<file path="src/sv/kisstnc_pkg.sv">
package kisstnc_pkg;

   // output segment selected by the sequencer
   typedef enum logic [2:0] {
      SEG_PRE      = 3'd0,
      SEG_SRC_SSID = 3'd1,
      SEG_GT       = 3'd2,
      SEG_DEST     = 3'd3,
      SEG_DST_SSID = 3'd4,
      SEG_STAR     = 3'd5,
      SEG_COLON    = 3'd6
   } seg_type;

   // frame status codes carried on the last transfer of a frame
   localparam logic [1:0] STAT_OK    = 2'd0;
   localparam logic [1:0] STAT_PASS  = 2'd1;
   localparam logic [1:0] STAT_TRUNC = 2'd2;
   localparam logic [1:0] STAT_DIGI  = 2'd3;

   localparam logic [7:0] FEND = 8'hC0;

   // controller to datapath
   typedef struct packed {
      logic       accept;
      logic       emit;
      seg_type    seg;
      logic [2:0] idx;
   } cmd_type;

   // datapath to controller
   typedef struct packed {
      logic [2:0] seg_len;
      logic       out_free;
   } stat_type;

endpackage

</file>
<file path="src/sv/kisstnc_chan_if.sv">
interface kisstnc_req_if;
   logic       valid;
   logic       ready;
   logic [7:0] rx_byte;

   modport source (output valid, output rx_byte, input ready);
   modport sink (input valid, input rx_byte, output ready);
endinterface

interface kisstnc_rsp_if;
   logic       valid;
   logic       ready;
   logic [7:0] out_char;
   logic       char_valid;
   logic       frame_end;
   logic [1:0] status;

   modport source (output valid, output out_char, output char_valid, output frame_end,
                   output status, input ready);
   modport sink (input valid, input out_char, input char_valid, input frame_end,
                 input status, output ready);
endinterface

</file>
<file path="src/sv/kisstnc_ctrl.sv">
module kisstnc_ctrl
   import kisstnc_pkg::*;
(
   input  logic     clock,
   input  logic     reset,
   input  logic     req_valid,
   output logic     req_ready,
   input  stat_type stat,
   output cmd_type  cmd
);

   typedef enum logic [7:0] {
      ST_IDLE     = 8'b0000_0001,
      ST_PRE      = 8'b0000_0010,
      ST_SRC_SSID = 8'b0000_0100,
      ST_GT       = 8'b0000_1000,
      ST_DEST     = 8'b0001_0000,
      ST_DST_SSID = 8'b0010_0000,
      ST_STAR     = 8'b0100_0000,
      ST_COLON    = 8'b1000_0000
   } state_type;

   state_type  state_ff, state_in, state_nxt;
   logic [2:0] cnt_ff, cnt_in;
   seg_type    seg;

   // segment order after the current one
   always_comb begin
      case (state_ff)
         ST_PRE:      state_nxt = ST_SRC_SSID;
         ST_SRC_SSID: state_nxt = ST_GT;
         ST_GT:       state_nxt = ST_DEST;
         ST_DEST:     state_nxt = ST_DST_SSID;
         ST_DST_SSID: state_nxt = ST_STAR;
         ST_STAR:     state_nxt = ST_COLON;
         default:     state_nxt = ST_IDLE;
      endcase
   end

   // segment select for the datapath
   always_comb begin
      case (state_ff)
         ST_SRC_SSID: seg = SEG_SRC_SSID;
         ST_GT:       seg = SEG_GT;
         ST_DEST:     seg = SEG_DEST;
         ST_DST_SSID: seg = SEG_DST_SSID;
         ST_STAR:     seg = SEG_STAR;
         ST_COLON:    seg = SEG_COLON;
         default:     seg = SEG_PRE;
      endcase
   end

   // sequencer: accept a byte, then walk the segments one result per cycle while output is free
   always_comb begin
      state_in   = state_ff;
      cnt_in     = cnt_ff;
      cmd.accept = 1'b0;
      cmd.emit   = 1'b0;
      cmd.seg    = seg;
      cmd.idx    = cnt_ff;
      req_ready  = (state_ff == ST_IDLE);
      case (state_ff)
         ST_IDLE: begin
            if (req_valid) begin
               cmd.accept = 1'b1;
               state_in   = ST_PRE;
               cnt_in     = 3'd0;
            end
         end
         default: begin
            if (cnt_ff < stat.seg_len) begin
               if (stat.out_free) begin
                  cmd.emit = 1'b1;
                  cnt_in   = cnt_ff + 3'd1;
               end
            end else begin
               cnt_in   = 3'd0;
               state_in = state_nxt;
            end
         end
      endcase
   end

   always_ff @(posedge clock) begin
      if (reset) begin
         state_ff <= ST_IDLE;
         cnt_ff   <= 3'd0;
      end else begin
         state_ff <= state_in;
         cnt_ff   <= cnt_in;
      end
   end

   // an accepted byte always starts at the first segment
   a_accept_to_pre: assert property (@(posedge clock) disable iff (reset)
      cmd.accept |=> state_ff == ST_PRE)
      else $error("accept did not start the segment walk");

   // results are only issued inside the segment and into a free output slot
   a_emit_ok: assert property (@(posedge clock) disable iff (reset)
      cmd.emit |-> (cnt_ff < stat.seg_len) && stat.out_free)
      else $error("result issued out of range or into a busy slot");

   // the walk only returns to idle from the last segment
   a_back_to_idle: assert property (@(posedge clock) disable iff (reset)
      (state_ff != ST_IDLE) ##1 (state_ff == ST_IDLE) |-> $past(state_ff) == ST_COLON)
      else $error("segment walk left early");

endmodule

</file>
<file path="src/sv/kisstnc_dp.sv">
module kisstnc_dp
   import kisstnc_pkg::*;
#(
   parameter int MAX_DIGIPEATERS = 8
)
(
   input  logic       clock,
   input  logic       reset,
   input  cmd_type    cmd,
   output stat_type   stat,
   input  logic [7:0] req_rx_byte,
   input  logic       rsp_ready,
   output logic       rsp_valid,
   output logic [7:0] rsp_out_char,
   output logic       rsp_char_valid,
   output logic       rsp_frame_end,
   output logic [1:0] rsp_status
);

   localparam int AcBits = $clog2(MAX_DIGIPEATERS + 2);
   localparam int AcW    = (AcBits > 2) ? AcBits : 2;

   localparam logic [7:0] FESC  = 8'hDB;
   localparam logic [7:0] TFEND = 8'hDC;
   localparam logic [7:0] TFESC = 8'hDD;
   localparam logic [6:0] SPACE = 7'h20;

   typedef enum logic [6:0] {
      PH_IDLE    = 7'b000_0001,
      PH_CMD     = 7'b000_0010,
      PH_ADDR    = 7'b000_0100,
      PH_HDR     = 7'b000_1000,
      PH_PAYLOAD = 7'b001_0000,
      PH_PASS    = 7'b010_0000,
      PH_DISCARD = 7'b100_0000
   } phase_type;

   typedef struct packed {
      logic [7:0] out_char;
      logic       char_valid;
      logic       frame_end;
      logic [1:0] status;
   } res_type;

   // frame state
   phase_type        phase_ff, phase_in;
   logic             esc_ff, esc_in;
   logic [2:0]       bia_ff, bia_in;
   logic [AcW-1:0]   ac_ff, ac_in;
   logic [1:0]       hsc_ff, hsc_in;
   logic [2:0]       dcc_ff, dcc_in;
   logic [3:0]       dssid_ff, dssid_in;
   logic [1:0]       err_ff, err_in;
   logic [7:0]       dest_chars_ff [6];
   logic             buf_we;

   // results planned for the byte being worked on
   res_type          pre_ff [2];
   res_type          pre_in [2];
   logic [1:0]       pre_cnt_ff, pre_cnt_in;
   logic [3:0]       ssid_ff, ssid_in;
   logic             do_ssid_ff, do_ssid_in;
   logic             do_dest_ff, do_dest_in;
   logic             do_star_ff, do_star_in;
   logic             do_colon_ff, do_colon_in;

   // unescaping
   logic [7:0]       d;
   logic             proceed;
   logic [6:0]       ch;

   // output register
   logic             rsp_valid_ff, rsp_valid_in;
   res_type          rsp_ff;
   res_type          res;

   function automatic logic [2:0] ssid_len(input logic [3:0] v);
      logic [2:0] len;
      if (v == 4'd0) len = 3'd0;
      else if (v >= 4'd10) len = 3'd3;
      else len = 3'd2;
      return len;
   endfunction

   function automatic logic [7:0] ssid_char(input logic [3:0] v, input logic [2:0] idx);
      logic [7:0] c;
      if (idx == 3'd0) c = 8'h2D;
      else if (idx == 3'd1) c = (v >= 4'd10) ? 8'h31 : (8'h30 + {4'd0, v});
      else c = 8'h30 + {4'd0, v - 4'd10};
      return c;
   endfunction

   function automatic res_type text(input logic [7:0] c);
      res_type r;
      r.out_char   = c;
      r.char_valid = 1'b1;
      r.frame_end  = 1'b0;
      r.status     = STAT_OK;
      return r;
   endfunction

   function automatic res_type ender(input logic [7:0] c, input logic v, input logic [1:0] s);
      res_type r;
      r.out_char   = c;
      r.char_valid = v;
      r.frame_end  = 1'b1;
      r.status     = s;
      return r;
   endfunction

   assign ch = d[7:1];

   // byte decode: next frame state and the plan of results
   always_comb begin
      phase_in    = phase_ff;
      esc_in      = esc_ff;
      bia_in      = bia_ff;
      ac_in       = ac_ff;
      hsc_in      = hsc_ff;
      dcc_in      = dcc_ff;
      dssid_in    = dssid_ff;
      err_in      = err_ff;
      buf_we      = 1'b0;
      pre_in[0]   = pre_ff[0];
      pre_in[1]   = pre_ff[1];
      pre_cnt_in  = pre_cnt_ff;
      ssid_in     = ssid_ff;
      do_ssid_in  = do_ssid_ff;
      do_dest_in  = do_dest_ff;
      do_star_in  = do_star_ff;
      do_colon_in = do_colon_ff;
      d           = req_rx_byte;
      proceed     = 1'b0;
      if (cmd.accept) begin
         pre_cnt_in  = 2'd0;
         do_ssid_in  = 1'b0;
         do_dest_in  = 1'b0;
         do_star_in  = 1'b0;
         do_colon_in = 1'b0;
         ssid_in     = req_rx_byte[4:1];
         if (req_rx_byte == FEND) begin
            // frame delimiter: close the current frame, open the next
            esc_in   = 1'b0;
            phase_in = PH_CMD;
            case (phase_ff)
               PH_ADDR, PH_HDR: begin
                  pre_in[0]  = ender(8'h00, 1'b0, STAT_TRUNC);
                  pre_cnt_in = 2'd1;
               end
               PH_PAYLOAD: begin
                  pre_in[0]  = ender(8'h00, 1'b0, STAT_OK);
                  pre_cnt_in = 2'd1;
               end
               PH_DISCARD: begin
                  pre_in[0]  = ender(8'h00, 1'b0, err_ff);
                  pre_cnt_in = 2'd1;
               end
               PH_PASS: begin
                  pre_in[0]  = ender(FEND, 1'b1, STAT_PASS);
                  pre_cnt_in = 2'd1;
               end
               default: ;
            endcase
         end else if (phase_ff == PH_CMD) begin
            // command byte
            if (req_rx_byte == 8'h00) begin
               phase_in = PH_ADDR;
               esc_in   = 1'b0;
               bia_in   = 3'd0;
               ac_in    = '0;
               hsc_in   = 2'd0;
               dcc_in   = 3'd0;
               dssid_in = 4'd0;
               err_in   = STAT_OK;
            end else begin
               phase_in   = PH_PASS;
               pre_in[0]  = text(FEND);
               pre_in[1]  = text(req_rx_byte);
               pre_cnt_in = 2'd2;
            end
         end else if (phase_ff == PH_PASS) begin
            pre_in[0]  = text(req_rx_byte);
            pre_cnt_in = 2'd1;
         end else if (phase_ff == PH_ADDR || phase_ff == PH_HDR ||
                      phase_ff == PH_PAYLOAD) begin
            // undo escapes
            if (esc_ff) begin
               esc_in = 1'b0;
               if (req_rx_byte == TFEND) begin
                  d       = FEND;
                  proceed = 1'b1;
               end else if (req_rx_byte == TFESC) begin
                  d       = FESC;
                  proceed = 1'b1;
               end
            end else if (req_rx_byte == FESC) begin
               esc_in = 1'b1;
            end else begin
               proceed = 1'b1;
            end
            if (proceed) begin
               if (phase_ff == PH_ADDR) begin
                  if (bia_ff < 3'd6) begin
                     // callsign character
                     if (ac_ff >= AcW'(2) && bia_ff == 3'd0) begin
                        pre_in[0]  = text(8'h2C);
                        pre_cnt_in = 2'd1;
                     end
                     if (ch != SPACE) begin
                        if (ac_ff == '0) begin
                           if (dcc_ff < 3'd6) begin
                              buf_we = 1'b1;
                              dcc_in = dcc_ff + 3'd1;
                           end
                        end else begin
                           pre_in[pre_cnt_in[0]] = text({1'b0, ch});
                           pre_cnt_in = pre_cnt_in + 2'd1;
                        end
                     end
                     bia_in = bia_ff + 3'd1;
                  end else begin
                     // ssid byte closes the address
                     bia_in = 3'd0;
                     if (ac_ff == '0) begin
                        dssid_in = d[4:1];
                        ac_in    = AcW'(1);
                     end else begin
                        ssid_in    = d[4:1];
                        do_ssid_in = 1'b1;
                        if (ac_ff == AcW'(1)) do_dest_in = 1'b1;
                        else do_star_in = d[7];
                        if (d[0]) begin
                           do_colon_in = 1'b1;
                           hsc_in      = 2'd0;
                           phase_in    = PH_HDR;
                        end else if (ac_ff > AcW'(MAX_DIGIPEATERS)) begin
                           err_in   = STAT_DIGI;
                           phase_in = PH_DISCARD;
                        end else begin
                           ac_in = ac_ff + AcW'(1);
                        end
                     end
                  end
               end else if (phase_ff == PH_HDR) begin
                  // control and pid bytes are skipped
                  if (hsc_ff >= 2'd1) begin
                     hsc_in   = 2'd2;
                     phase_in = PH_PAYLOAD;
                  end else begin
                     hsc_in = hsc_ff + 2'd1;
                  end
               end else begin
                  pre_in[0]  = text(d);
                  pre_cnt_in = 2'd1;
               end
            end
         end
      end
   end

   // segment length, output slot and result selection
   always_comb begin
      res           = text(8'h00);
      stat.out_free = !rsp_valid_ff || rsp_ready;
      case (cmd.seg)
         SEG_PRE: begin
            stat.seg_len = {1'b0, pre_cnt_ff};
            res          = pre_ff[cmd.idx[0]];
         end
         SEG_SRC_SSID: begin
            stat.seg_len = do_ssid_ff ? ssid_len(ssid_ff) : 3'd0;
            res          = text(ssid_char(ssid_ff, cmd.idx));
         end
         SEG_GT: begin
            stat.seg_len = {2'd0, do_dest_ff};
            res          = text(8'h3E);
         end
         SEG_DEST: begin
            stat.seg_len = do_dest_ff ? dcc_ff : 3'd0;
            res          = text(dest_chars_ff[cmd.idx]);
         end
         SEG_DST_SSID: begin
            stat.seg_len = do_dest_ff ? ssid_len(dssid_ff) : 3'd0;
            res          = text(ssid_char(dssid_ff, cmd.idx));
         end
         SEG_STAR: begin
            stat.seg_len = {2'd0, do_star_ff};
            res          = text(8'h2A);
         end
         SEG_COLON: begin
            stat.seg_len = {2'd0, do_colon_ff};
            res          = text(8'h3A);
         end
         default: begin
            stat.seg_len = 3'd0;
         end
      endcase
   end

   // output slot
   assign rsp_valid_in  = cmd.emit ? 1'b1 : (rsp_ready ? 1'b0 : rsp_valid_ff);

   always_ff @(posedge clock) begin
      if (reset) begin
         phase_ff     <= PH_IDLE;
         esc_ff       <= 1'b0;
         bia_ff       <= 3'd0;
         ac_ff        <= '0;
         hsc_ff       <= 2'd0;
         dcc_ff       <= 3'd0;
         dssid_ff     <= 4'd0;
         err_ff       <= STAT_OK;
         rsp_valid_ff <= 1'b0;
      end else begin
         phase_ff     <= phase_in;
         esc_ff       <= esc_in;
         bia_ff       <= bia_in;
         ac_ff        <= ac_in;
         hsc_ff       <= hsc_in;
         dcc_ff       <= dcc_in;
         dssid_ff     <= dssid_in;
         err_ff       <= err_in;
         rsp_valid_ff <= rsp_valid_in;
      end
   end

   // plan, destination buffer and result payload
   always_ff @(posedge clock) begin
      pre_ff[0]   <= pre_in[0];
      pre_ff[1]   <= pre_in[1];
      pre_cnt_ff  <= pre_cnt_in;
      ssid_ff     <= ssid_in;
      do_ssid_ff  <= do_ssid_in;
      do_dest_ff  <= do_dest_in;
      do_star_ff  <= do_star_in;
      do_colon_ff <= do_colon_in;
      if (buf_we) dest_chars_ff[dcc_ff] <= {1'b0, ch};
      if (cmd.emit) rsp_ff <= res;
   end

   assign rsp_valid      = rsp_valid_ff;
   assign rsp_out_char   = rsp_ff.out_char;
   assign rsp_char_valid = rsp_ff.char_valid;
   assign rsp_frame_end  = rsp_ff.frame_end;
   assign rsp_status     = rsp_ff.status;

   // a pending result is never overwritten
   a_no_overwrite: assert property (@(posedge clock) disable iff (reset)
      cmd.emit |-> (!rsp_valid_ff || rsp_ready))
      else $error("output slot overwritten");

   // destination buffer fill stays within six characters
   a_dest_fill: assert property (@(posedge clock) disable iff (reset)
      dcc_ff <= 3'd6)
      else $error("destination fill count overran");

   // only the frame end carries a status or a missing character
   a_mid_frame: assert property (@(posedge clock) disable iff (reset)
      rsp_valid_ff && !rsp_ff.frame_end |-> rsp_ff.char_valid && rsp_ff.status == STAT_OK)
      else $error("mid-frame result with status or no character");

   // a frame end with a character is always a passthrough delimiter
   a_pass_end: assert property (@(posedge clock) disable iff (reset)
      rsp_valid_ff && rsp_ff.frame_end && rsp_ff.char_valid
         |-> rsp_ff.out_char == FEND && rsp_ff.status == STAT_PASS)
      else $error("frame end character is not a passthrough delimiter");

endmodule

</file>
<file path="src/sv/kiss_ax25_to_tnc2_decoder.sv">
// one input byte releases 0 to 14 results: the sequencer accepts it, then walks
// seven output segments in order, issuing each segment's results into the output
// register and then moving on; a busy output register holds the walk
// a byte's results are planned into registers at its transfer, then moved into the
// output register; the next byte is taken as soon as the sequencer is idle again
// synchronous active-high reset returns the block to idle outside any frame
module kiss_ax25_to_tnc2_decoder
   import kisstnc_pkg::*;
#(
   parameter int MAX_DIGIPEATERS = 8
)
(
   input  logic            clock,
   input  logic            reset,
   kisstnc_req_if.sink     req_if,
   kisstnc_rsp_if.source   rsp_if
);

   cmd_type  cmd;
   stat_type stat;

   // sequencer
   kisstnc_ctrl u_ctrl (
      .clock     (clock),
      .reset     (reset),
      .req_valid (req_if.valid),
      .req_ready (req_if.ready),
      .stat      (stat),
      .cmd       (cmd)
   );

   // frame state, decode and output register
   kisstnc_dp #(
      .MAX_DIGIPEATERS (MAX_DIGIPEATERS)
   ) u_dp (
      .clock          (clock),
      .reset          (reset),
      .cmd            (cmd),
      .stat           (stat),
      .req_rx_byte    (req_if.rx_byte),
      .rsp_ready      (rsp_if.ready),
      .rsp_valid      (rsp_if.valid),
      .rsp_out_char   (rsp_if.out_char),
      .rsp_char_valid (rsp_if.char_valid),
      .rsp_frame_end  (rsp_if.frame_end),
      .rsp_status     (rsp_if.status)
   );

endmodule

</file>
<file path="src/flat_wrapper.sv">
// flat-port wrapper written by rule: the top's interface ports become plain ports
module kiss_ax25_to_tnc2_decoder_flat import kisstnc_pkg::*;
#(
   parameter int MAX_DIGIPEATERS = 8
)
  (clock, reset, req_if_valid, req_if_rx_byte, req_if_ready, rsp_if_valid, rsp_if_out_char, rsp_if_char_valid, rsp_if_frame_end, rsp_if_status, rsp_if_ready);
  kisstnc_req_if req_if_i ();
  kisstnc_rsp_if rsp_if_i ();
  input  logic clock;
  input  logic reset;
  input wire logic [$bits(req_if_i.valid)-1:0] req_if_valid;
  input wire logic [$bits(req_if_i.rx_byte)-1:0] req_if_rx_byte;
  output wire logic [$bits(req_if_i.ready)-1:0] req_if_ready;
  output wire logic [$bits(rsp_if_i.valid)-1:0] rsp_if_valid;
  output wire logic [$bits(rsp_if_i.out_char)-1:0] rsp_if_out_char;
  output wire logic [$bits(rsp_if_i.char_valid)-1:0] rsp_if_char_valid;
  output wire logic [$bits(rsp_if_i.frame_end)-1:0] rsp_if_frame_end;
  output wire logic [$bits(rsp_if_i.status)-1:0] rsp_if_status;
  input wire logic [$bits(rsp_if_i.ready)-1:0] rsp_if_ready;
  assign req_if_i.valid = req_if_valid;
  assign req_if_i.rx_byte = req_if_rx_byte;
  assign req_if_ready = req_if_i.ready;
  assign rsp_if_valid = rsp_if_i.valid;
  assign rsp_if_out_char = rsp_if_i.out_char;
  assign rsp_if_char_valid = rsp_if_i.char_valid;
  assign rsp_if_frame_end = rsp_if_i.frame_end;
  assign rsp_if_status = rsp_if_i.status;
  assign rsp_if_i.ready = rsp_if_ready;
  kiss_ax25_to_tnc2_decoder #(.MAX_DIGIPEATERS(MAX_DIGIPEATERS)) u_core (.clock(clock), .reset(reset), .req_if(req_if_i), .rsp_if(rsp_if_i));
endmodule
</file>
<file path="config.mk">
export PLATFORM = sky130hd
export DESIGN_NAME = kiss_ax25_to_tnc2_decoder_flat
export DESIGN_NICKNAME = d
export VERILOG_FILES = /design/src/sv/kisstnc_pkg.sv /design/src/sv/kisstnc_chan_if.sv /design/src/sv/kisstnc_ctrl.sv /design/src/sv/kisstnc_dp.sv /design/src/sv/kiss_ax25_to_tnc2_decoder.sv /design/src/flat_wrapper.sv
export SDC_FILE = /design/constraint.sdc
export NUM_CORES = 1
export LEC_CHECK = 0
export BUFFER_PORTS_ARGS = -buffer_cell sky130_fd_sc_hd__buf_4
export CORE_UTILIZATION = 40
export CTS_BUF_LIST = sky130_fd_sc_hd__clkbuf_16
export CTS_CLUSTER_DIAMETER = 200
export DETAILED_ROUTE_END_ITERATION = 6
export PLACE_DENSITY = 0.56
export SLEW_MARGIN = 30
export SYNTH_ARGS = -nofsm -noshare
export SYNTH_HDL_FRONTEND = slang
export SYNTH_HIERARCHICAL = 1
export SYNTH_SLANG_ARGS = --single-unit
</file>
<file path="constraint.sdc">
create_clock -name clock -period 8.63 [get_ports clock]
set_input_delay 0.863 -clock clock [delete_from_list [all_inputs] [get_ports clock]]
set_output_delay 0.863 -clock clock [all_outputs]
set_load 0.05 [all_outputs]
</file>
==> impl_metrics.csv <==
group,metric,value,unit
outcome,status,"finished, violations left",
outcome,violations,"DRC",
grt,grt_pass1_wl,29500,um
pwr,vdd_ir_drop_max,0.163,mV
cts,h-tree-depth,4,
drt,firstDrtPassIters,7,
cts,cts-resized-gates,0,
timing,period_minus_slack,4110,ps
timing,worst_hold_slack,493,ps
cts,cts_sinks,125,
synth,seq_area_frac_synth,0.481,
finish,design_area,8000,sq um
drt,post_drt_wl_per_cell,19.3,um
timing,setup_violations,0,
place,finalWeightedCongestion,0.876,
critical_path,crit_cells,15,
synth,yosys_warnings,6,
cts,clockBufferDepth,2,
grt,grt_pass1_vias,5322,
pwr,leakage,2.75,nW
synth,yosysTopAreaCellShare,0.375,
timing,fin_skew,7.19,ps
finish,drive_gt1_frac,0.143,
synth,netlist_instances,713,
critical_path,worstPathArrival,4170,ps
critical_path,cpMaxStageDelayCell,"nor3b_4",
place,hpwlAfterDp,13000,um
synth,synth_area_leader_cell,"edfxtp_1",
critical_path,path_buf_inv,2,
critical_path,rrSetupSlack,4520,ps
finish,register_area,3380,sq um
cts,hold_buffers,0,
floorplanning,die_h,135,um
cts,clk_latency,420,ps
grt,grt_max_degree,39,
synth,ys_top_cells_by_area,"edfxtp_1, dfxtp_1, nand2_1, nor2_1, a21oi_1",
timing,rsz0062_at_grt,"false",
drt,vias_per_cell,5.90,
grt,track_usage,0.214,
critical_path,cp_cell_sequence,"or3_4 > nand2b_1 > nor2_1 > nand2_1 > o41ai_2 > buf_4 > nor2b_1 > nand3_1 > o21ai_0 > a22o_1 > inv_1 > ha_1 > a21oi_1 > o21ai_1 > nor3b_4",
critical_path,slowest_delay,650,ps
run,max-cap-violations,0,
timing,finalHoldViolCount,0,
synth,synth_edf_count,88,
floorplanning,die_w,135,um
critical_path,crit_fanout,21,
floorplanning,rows,48,
finish,multi_input_area,3370,sq um
drt,drt-initial-drc-count,556,
critical_path,crit_family,"simple AND/OR/NAND/NOR gates",
critical_path,startpoint_type,"register",
synth,synth-async-reset-ratio,0,
synth,synthesis.nets,738,
drt,vias,5626,
timing,final.setup.tns,0,ps
critical_path,reg2regPathDepth,15,
timing,tightest_slew,916,ps
pwr,power.density,199,nW/um^2
place,port_buffers,25,
finish,layout.nets,740,
drt,route.final.wire_length,18400,um
synth,syn_area_per_cell,9.87,sq um
cts,post-cts-setup-buffers,0,
floorplanning,start_util,0.408,
critical_path,worstSetupPathType,"register to register",
critical_path,endpoint,"u_core/u_dp/rsp_frame_end",
critical_path,worstReg2RegEnd,"u_core/u_dp/rsp_frame_end",
finish,antennaDiodeCount,0,
floorplanning,io-pin-count,26,
hold_path,hold_depth,2,
timing,fin_crit_sh,0.477,
synth,synth_cell_types,80,
critical_path,reg2reg_from,"u_core/u_ctrl/state_ff[5]",
synth,synth-seq-cells,125,
finish,synthToLayoutAreaGrowth,13.6,%
critical_path,cp-startpoint,"u_core/u_ctrl/state_ff[5]",
timing,slew_viol_final,0,
hold_path,min_path_type,"register to register",
drt,ant_nets,0,
grt,antenna_found_initial,0,
cts,path_clk_slew,60,ps
timing,max-slew-margin-rel,0.381,
floorplanning,die_area,18100,sq um
grt,grt-ovfl-total,0,
drt,route.detailed.drc,6,
critical_path,cp_data_required_time,8680,ps
critical_path,endpoint_kind,"register",
floorplanning,core,17200,sq um
timing,fmax,243,MHz
cts,cts_root_buf,"clkbuf_16",
cts,numCtsBuffers,17,
place,placed_cell_area,7390,sq um
synth,synth.cell_area,7040,sq um
finish,num-fill-cells,1582,
synth,synth-main-ff-cell,"edfxtp_1",
cts,cts_tree,"done",
## cell type report
cell class / instances / area share
Clock inverter: 15 / 0.0216
Timing Repair Buffer: 34 / 0.0319
Multi-Input combinational cell: 510 / 0.422
Tap cell: 225 / 0.0352
Clock buffer: 17 / 0.0532
Sequential cell: 125 / 0.423
Inverter: 27 / 0.0127
## through the flow
step                      power (mW)   util  setup WS (ps)  cells
after CTS                       1.61  0.463           4280    953
after detailed placement       0.884  0.429           4310    921
final                           1.59  0.464           4520    953
after floorplan                0.828      -           4640    713
after global routing            1.65  0.464           4170    953
after global placement         0.882  0.428           4460    921
## cells in the mapped netlist, drive strengths merged, types with 6 or more instances
master / instances
edfxtp: 88
nand2: 67
nor2: 65
a21oi: 45
o21ai: 39
clkbuf: 38
dfxtp: 37
nor3: 27
inv: 26
nand3: 23
mux2i: 17
and2: 13
buf: 13
ha: 13
or3: 12
nor4: 11
nand2b: 10
o211ai: 10
nand3b: 8
a211oi: 7
a32o: 7
mux4: 7
a22o: 6
a31oi: 6
nor2b: 6
nor3b: 6
o21a: 6
or4: 6
xnor2: 6
## cell families (layout without fill, tap and decap cells)
kind of cell,after synthesis,in the layout,synth area share
buffers and inverters,78,93,0.0453
adder cells (fa/ha/maj),13,13,0.0231
AO/OA/AOI/OAI,177,177,0.172
XOR/XNOR,11,11,0.0137
flip-flops,125,125,0.481
AND/OR/NAND/NOR,281,281,0.212
multiplexers,28,28,0.0530
## worst min-delay path by stage
stage | to | slack (ps) | startpoint
2_1_floorplan | u_core/u_dp/bia_ff[0] | 460 | u_core/u_dp/bia_ff[0]
3_3_place_gp | u_core/u_dp/bia_ff[0] | 470 | u_core/u_dp/bia_ff[0]
3_5_place_dp | u_core/u_dp/bia_ff[0] | 490 | u_core/u_dp/bia_ff[0]
4_1_cts | u_core/u_dp/bia_ff[0] | 500 | u_core/u_dp/bia_ff[0]
5_1_grt | u_core/u_dp/bia_ff[0] | 520 | u_core/u_dp/bia_ff[0]
6_report | u_core/u_dp/bia_ff[0] | 490 | u_core/u_dp/bia_ff[0]
## registers in the layout (all words and copies together) (netlist names), 3 cells and up
register	count
u_core/u_dp/dest_chars_ff	42
u_core/u_dp/pre_ff	24
u_core/u_ctrl/state_ff	8
u_core/u_dp/rsp_out_char	8
u_core/u_dp/phase_ff	7
u_core/u_dp/ac_ff	4
u_core/u_dp/dssid_ff	4
u_core/u_dp/ssid_ff	4
u_core/u_ctrl/cnt_ff	3
u_core/u_dp/bia_ff	3
u_core/u_dp/dcc_ff	3
## routing by layer
layer	track usage	part of all wire
met1	0.285	0.46
met2	0.336	0.46
met3	0.0428	0.053
met4	0.0999	0.024
met5	0	0
## power by group
group	internal, mW	switching (mW)	total [mW]
sequential	0.663	0.0101	0.673
clock	0.452	0.269	0.721
combinational	0.0649	0.134	0.199
## cell usage in the layout, fill, tap and decap left out, drive strengths merged, types with 5 or more instances in the layout
cell	instances
and2	13
or4	6
xor2	5
a32o	7
edfxtp	88
buf	34
a21oi	45
nor4	11
mux2i	17
a22o	6
a211oi	7
dfxtp	37
a31oi	6
o21ai	39
or3	12
clkinv	7
clkbuf	17
ha	13
mux4	7
nand2	67
o2111ai	5
o211ai	10
nor3	27
nand3b	8
nor3b	6
o21a	6
nand2b	10
nand3	23
inv	28
nor2	65
xnor2	6
nor2b	6
and3	5
## tightest hold or removal path, cell delays in order, from the launching register on
cell and delay (ps):
dfxtp_1 330, nand2_1 60, a21oi_1 50
No activity file was read; power rests on OpenSTA's default activity.
